## config.mk

```make
export PLATFORM = sky130hd
export DESIGN_NAME = cpba_run_unit
export DESIGN_NICKNAME = d
export VERILOG_FILES = /design/src/cpba_pkg.sv /design/src/cpba_run_unit.sv
export SDC_FILE = /design/constraint.sdc
export NUM_CORES = 1
export LEC_CHECK = 0
export BUFFER_PORTS_ARGS = -buffer_cell sky130_fd_sc_hd__buf_2
export CORE_MARGIN = 2
export CORE_UTILIZATION = 62
export DETAILED_ROUTE_END_ITERATION = 10
export GPL_TIMING_DRIVEN = 0
export PLACE_DENSITY = 0.95
export RECOVER_POWER = 50
export SYNTH_ARGS = -nofsm -noshare
export SYNTH_HDL_FRONTEND = slang
export SYNTH_SLANG_ARGS = --single-unit
```

## constraint.sdc

```tcl
create_clock -name vclk -period 4.53
set_clock_uncertainty 0.1 [all_clocks]
set_input_delay 0.2265 -clock vclk [all_inputs]
set_output_delay 0.2265 -clock vclk [all_outputs]
set_load 0.03 [all_outputs]
```

## src/cpba_pkg.sv

```systemverilog
`default_nettype none
// ----------------------------------------------------------------------------
// cpba_pkg: shared definitions for the page bitmap allocator
// Map geometry, field widths, status and operation codes, unit result type.
// ----------------------------------------------------------------------------
package cpba_pkg;

    localparam int unsigned NUM_PAGES = 16384;
    localparam int unsigned WORD_BITS = 32;
    localparam int unsigned MAP_WORDS = NUM_PAGES / WORD_BITS;
    localparam int unsigned PAGE_W    = $clog2(NUM_PAGES);
    localparam int unsigned COUNT_W   = PAGE_W + 1;
    localparam int unsigned WIDX_W    = $clog2(MAP_WORDS);
    localparam int unsigned BIT_W     = $clog2(WORD_BITS);
    localparam int unsigned LEN_W     = BIT_W + 1;

    typedef logic [1:0] t_status;
    localparam t_status ST_OK        = 2'd0;
    localparam t_status ST_NO_SPACE  = 2'd1;
    localparam t_status ST_NOT_ALLOC = 2'd2;
    localparam t_status ST_RANGE     = 2'd3;

    typedef enum logic {
        OP_ALLOC = 1'b0,
        OP_FREE  = 1'b1
    } t_op;

    // One uniform stretch of a map entry, starting at the current bit.
    typedef struct packed {
        logic             used;
        logic [LEN_W-1:0] len;
    } t_run;

endpackage
`default_nettype wire

```

## src/cpba_run_unit.sv

```systemverilog
`default_nettype none
// ----------------------------------------------------------------------------
// cpba_run_unit: run length finder for one map entry
// Measures the stretch of equal bits from a start bit up to the entry's top.
// ----------------------------------------------------------------------------
module cpba_run_unit (
    input  wire logic [cpba_pkg::WORD_BITS-1:0] i_word,
    input  wire logic [cpba_pkg::BIT_W-1:0]     i_bit,
    output cpba_pkg::t_run                      o_run
);

    logic                           cur;
    logic [cpba_pkg::WORD_BITS-1:0] diff;
    logic [cpba_pkg::WORD_BITS-1:0] rem;
    logic [cpba_pkg::LEN_W-1:0]     len;

    // Mark bits that differ from the start bit, then pad above the top of the entry.
    assign cur  = i_word[i_bit];
    assign diff = cur ? ~i_word : i_word;
    assign rem  = (diff >> i_bit) | ~({cpba_pkg::WORD_BITS{1'b1}} >> i_bit);

    always_comb begin
        len = cpba_pkg::LEN_W'(cpba_pkg::WORD_BITS);
        for (int i = cpba_pkg::WORD_BITS - 1; i >= 0; i--) begin
            if (rem[i]) begin
                len = cpba_pkg::LEN_W'(i);
            end
        end
    end

    assign o_run.used = cur;
    assign o_run.len  = len;

endmodule
`default_nettype wire

```

==> results.ini <==
[final_layout]
antenna_cells = 0
syn_to_final_growth_pct = 12.19
fin_nets = 478
seq_cells = 0
layout.cells.non_filler = 506
nClkBuffers = 0
layout-drive-gt1-share = 0.2665
seq_area_um2 = 0
final_cell_area_um2 = 3431
layout_common_cells = buf_2, mux2i_1, nor2_1, nand2_1, xnor2_1
final_util = 0.7216
final_common_cell = buf_2

[timing]
fin_hold_ws_ps = 1342
fin_ws_ps = 79.57
slew_headroom = 0.4832
fin_crit_sh = 0.9824
max_freq_ghz = 0.2247
final-hold-violation-count = 0
slew_viol_final = 0
fin_tns_setup_ps = 0
setup_viol = 0
tightest_slew_ps = 753.7
layout_min_cycle_time_ps = 4450
rsz0062_at_grt = true

[global_routing]
gr-total-overflow = 0
grt_pass1_vias = 3491
grt_antenna_before_repair = 0
grt_max_degree = 11
grt_use_total = 0.4244
grt_pass1_wl_mm = 18.02

[floorplanning]
die_x_um = 74.23
ios = 44
core.rowCount = 25
start_util = 0.6432
core-area_um2 = 4755
dieArea_um2 = 5510
fp.dieH_um = 74.23

[place]
place_hpwl_mm = 9.186
dpl_cell_area_um2 = 3352
post-place-cells = 505
dp_slack_ps = -157.9
gp_routability_congestion = 1.013
portBuffers = 42

[critical_path]
criticalPathCategory = input port to output port
path_cells = buf_2, clkbuf_1, inv_2, nor2_1, o21a_1, nor3_4, inv_6, buf_6, buf_4, a221oi_1, o2bb2ai_1, nand2_1, or4b_4, nor3_2, nor2b_1, buf_2
max_stage_delay_ps = 550
cp-end-kind = output port
crit_fanout = 10
cp.arrival_ps = 4120
startpoint_type = input port
crit_top_cell = buf_2
slowest_stage = or4b_4
critPathRequiredTime_ps = 4200

[synthesis]
yosysWarnings = 0
yosysTopAreaCell = mux2i_1
synth_cells = 396
yosysUniqueCellTypes = 71
netlist.area_leader.share = 0.1604
ys_top_cells_by_area = mux2i_1, mux4_2, xnor2_1, nor2_1, mux2_2
synth_seq_area_share = 0
syn_nets = 433
postSynthAreaPerCell_um2 = 7.722
netlist_area_um2 = 3058

[power]
power_density_nw_per_um2 = 181.1
p_leak_nw = 1.344
p_total_mw = 0.6215
ir_worst_vdd_v = 0.00009993

[routing]
via_per_inst = 7.571
wl_mm = 11.77
route.detailed.drc = 0
drt_iter0_markers = 538
routedWlPerCell_um = 23.27
detail_route.first_pass.iterations = 5
vias = 3831
antenna_left = 0

[min_path]
holdCritPathClass = input port to output port

[flow_run]
maxCapViolCount = 0

[run_status]
status = complete, no violations

==> Yosys cell counts, types with 3 or more instances <==
cell type	n
mux2i_1	49
nor2_1	37
nand2_1	32
xnor2_1	25
mux4_2	21
o21ai_0	19
clkbuf_1	15
nor3_1	15
a21oi_1	12
mux2_2	12
nand2b_1	11
a31oi_1	10
nand3_1	10
and3_1	8
nor2b_1	8
a221oi_1	7
a211oi_1	6
a22o_1	5
and2_1	5
buf_2	4
buf_4	4
inv_1	4
o22ai_1	4
a211o_1	3
buf_1	3
buf_6	3
o21a_1	3
o32a_1	3
or3_1	3
==> what timing repair did <==
action / CTS / global route
hold buffers: 0 / 0
pin swaps: 0 / 1
resized for setup: 1 / 15
buffers inserted: 0 / 1
endpoints found under the setup margin: 5 / 5
==> power breakdown <==
part | internal, mW | total (mW) | switching (mW)
Sequential | 0 | 0 | 0
Combinational | 0.251 | 0.621 | 0.370
Clock | 0 | 0 | 0
==> path summary, 6_finish.rpt <==
path                       start       end  slack (ps)  cells after the start
worst max-delay path    i_bit[4]  o_run[4]          80                     16
worst min-delay path  i_word[30]  o_run[1]        1340                      7
==> cell type report <==
class | instances | area [µm²]
Buffer | 32 | 186.4
Tap cell | 67 | 83.83
Timing Repair Buffer | 43 | 217.7
Inverter | 8 | 35.03
Fill cell | 383 | 1324
Multi-Input combinational cell | 356 | 2908
==> cells by family (layout without fill, tap and decap cells) <==
| group | after synthesis | in the layout | synth area share |
|---|---|---|---|
| AOI/OAI and AO/OA | 101 | 101 | 0.2455 |
| xor gates and xnor gates | 27 | 27 | 0.07733 |
| buffers and inverters | 40 | 83 | 0.07078 |
| muxes | 83 | 83 | 0.3642 |
| and+or+nand+nor | 145 | 145 | 0.2422 |
==> per-layer routing <==
| layer | track usage | vias up | wire length [µm] |
|---|---|---|---|
| li1 | - | 1627 | - |
| met1 | 0.5389 | 1745 | 4196 |
| met2 | 0.7063 | 350 | 5422 |
| met3 | 0.05962 | 109 | 1348 |
| met4 | 0.2143 | 0 | 805 |
| met5 | 0 | - | 0 |
==> worst max-delay path, delay by kind of cell <==
| family | cells | cell delay, ps |
|---|---|---|
| buf+inv | 7 | 1630 |
| simple gates | 6 | 1600 |
| compound gates | 3 | 640 |
Note: power is estimated with default switching activity, not from simulation.
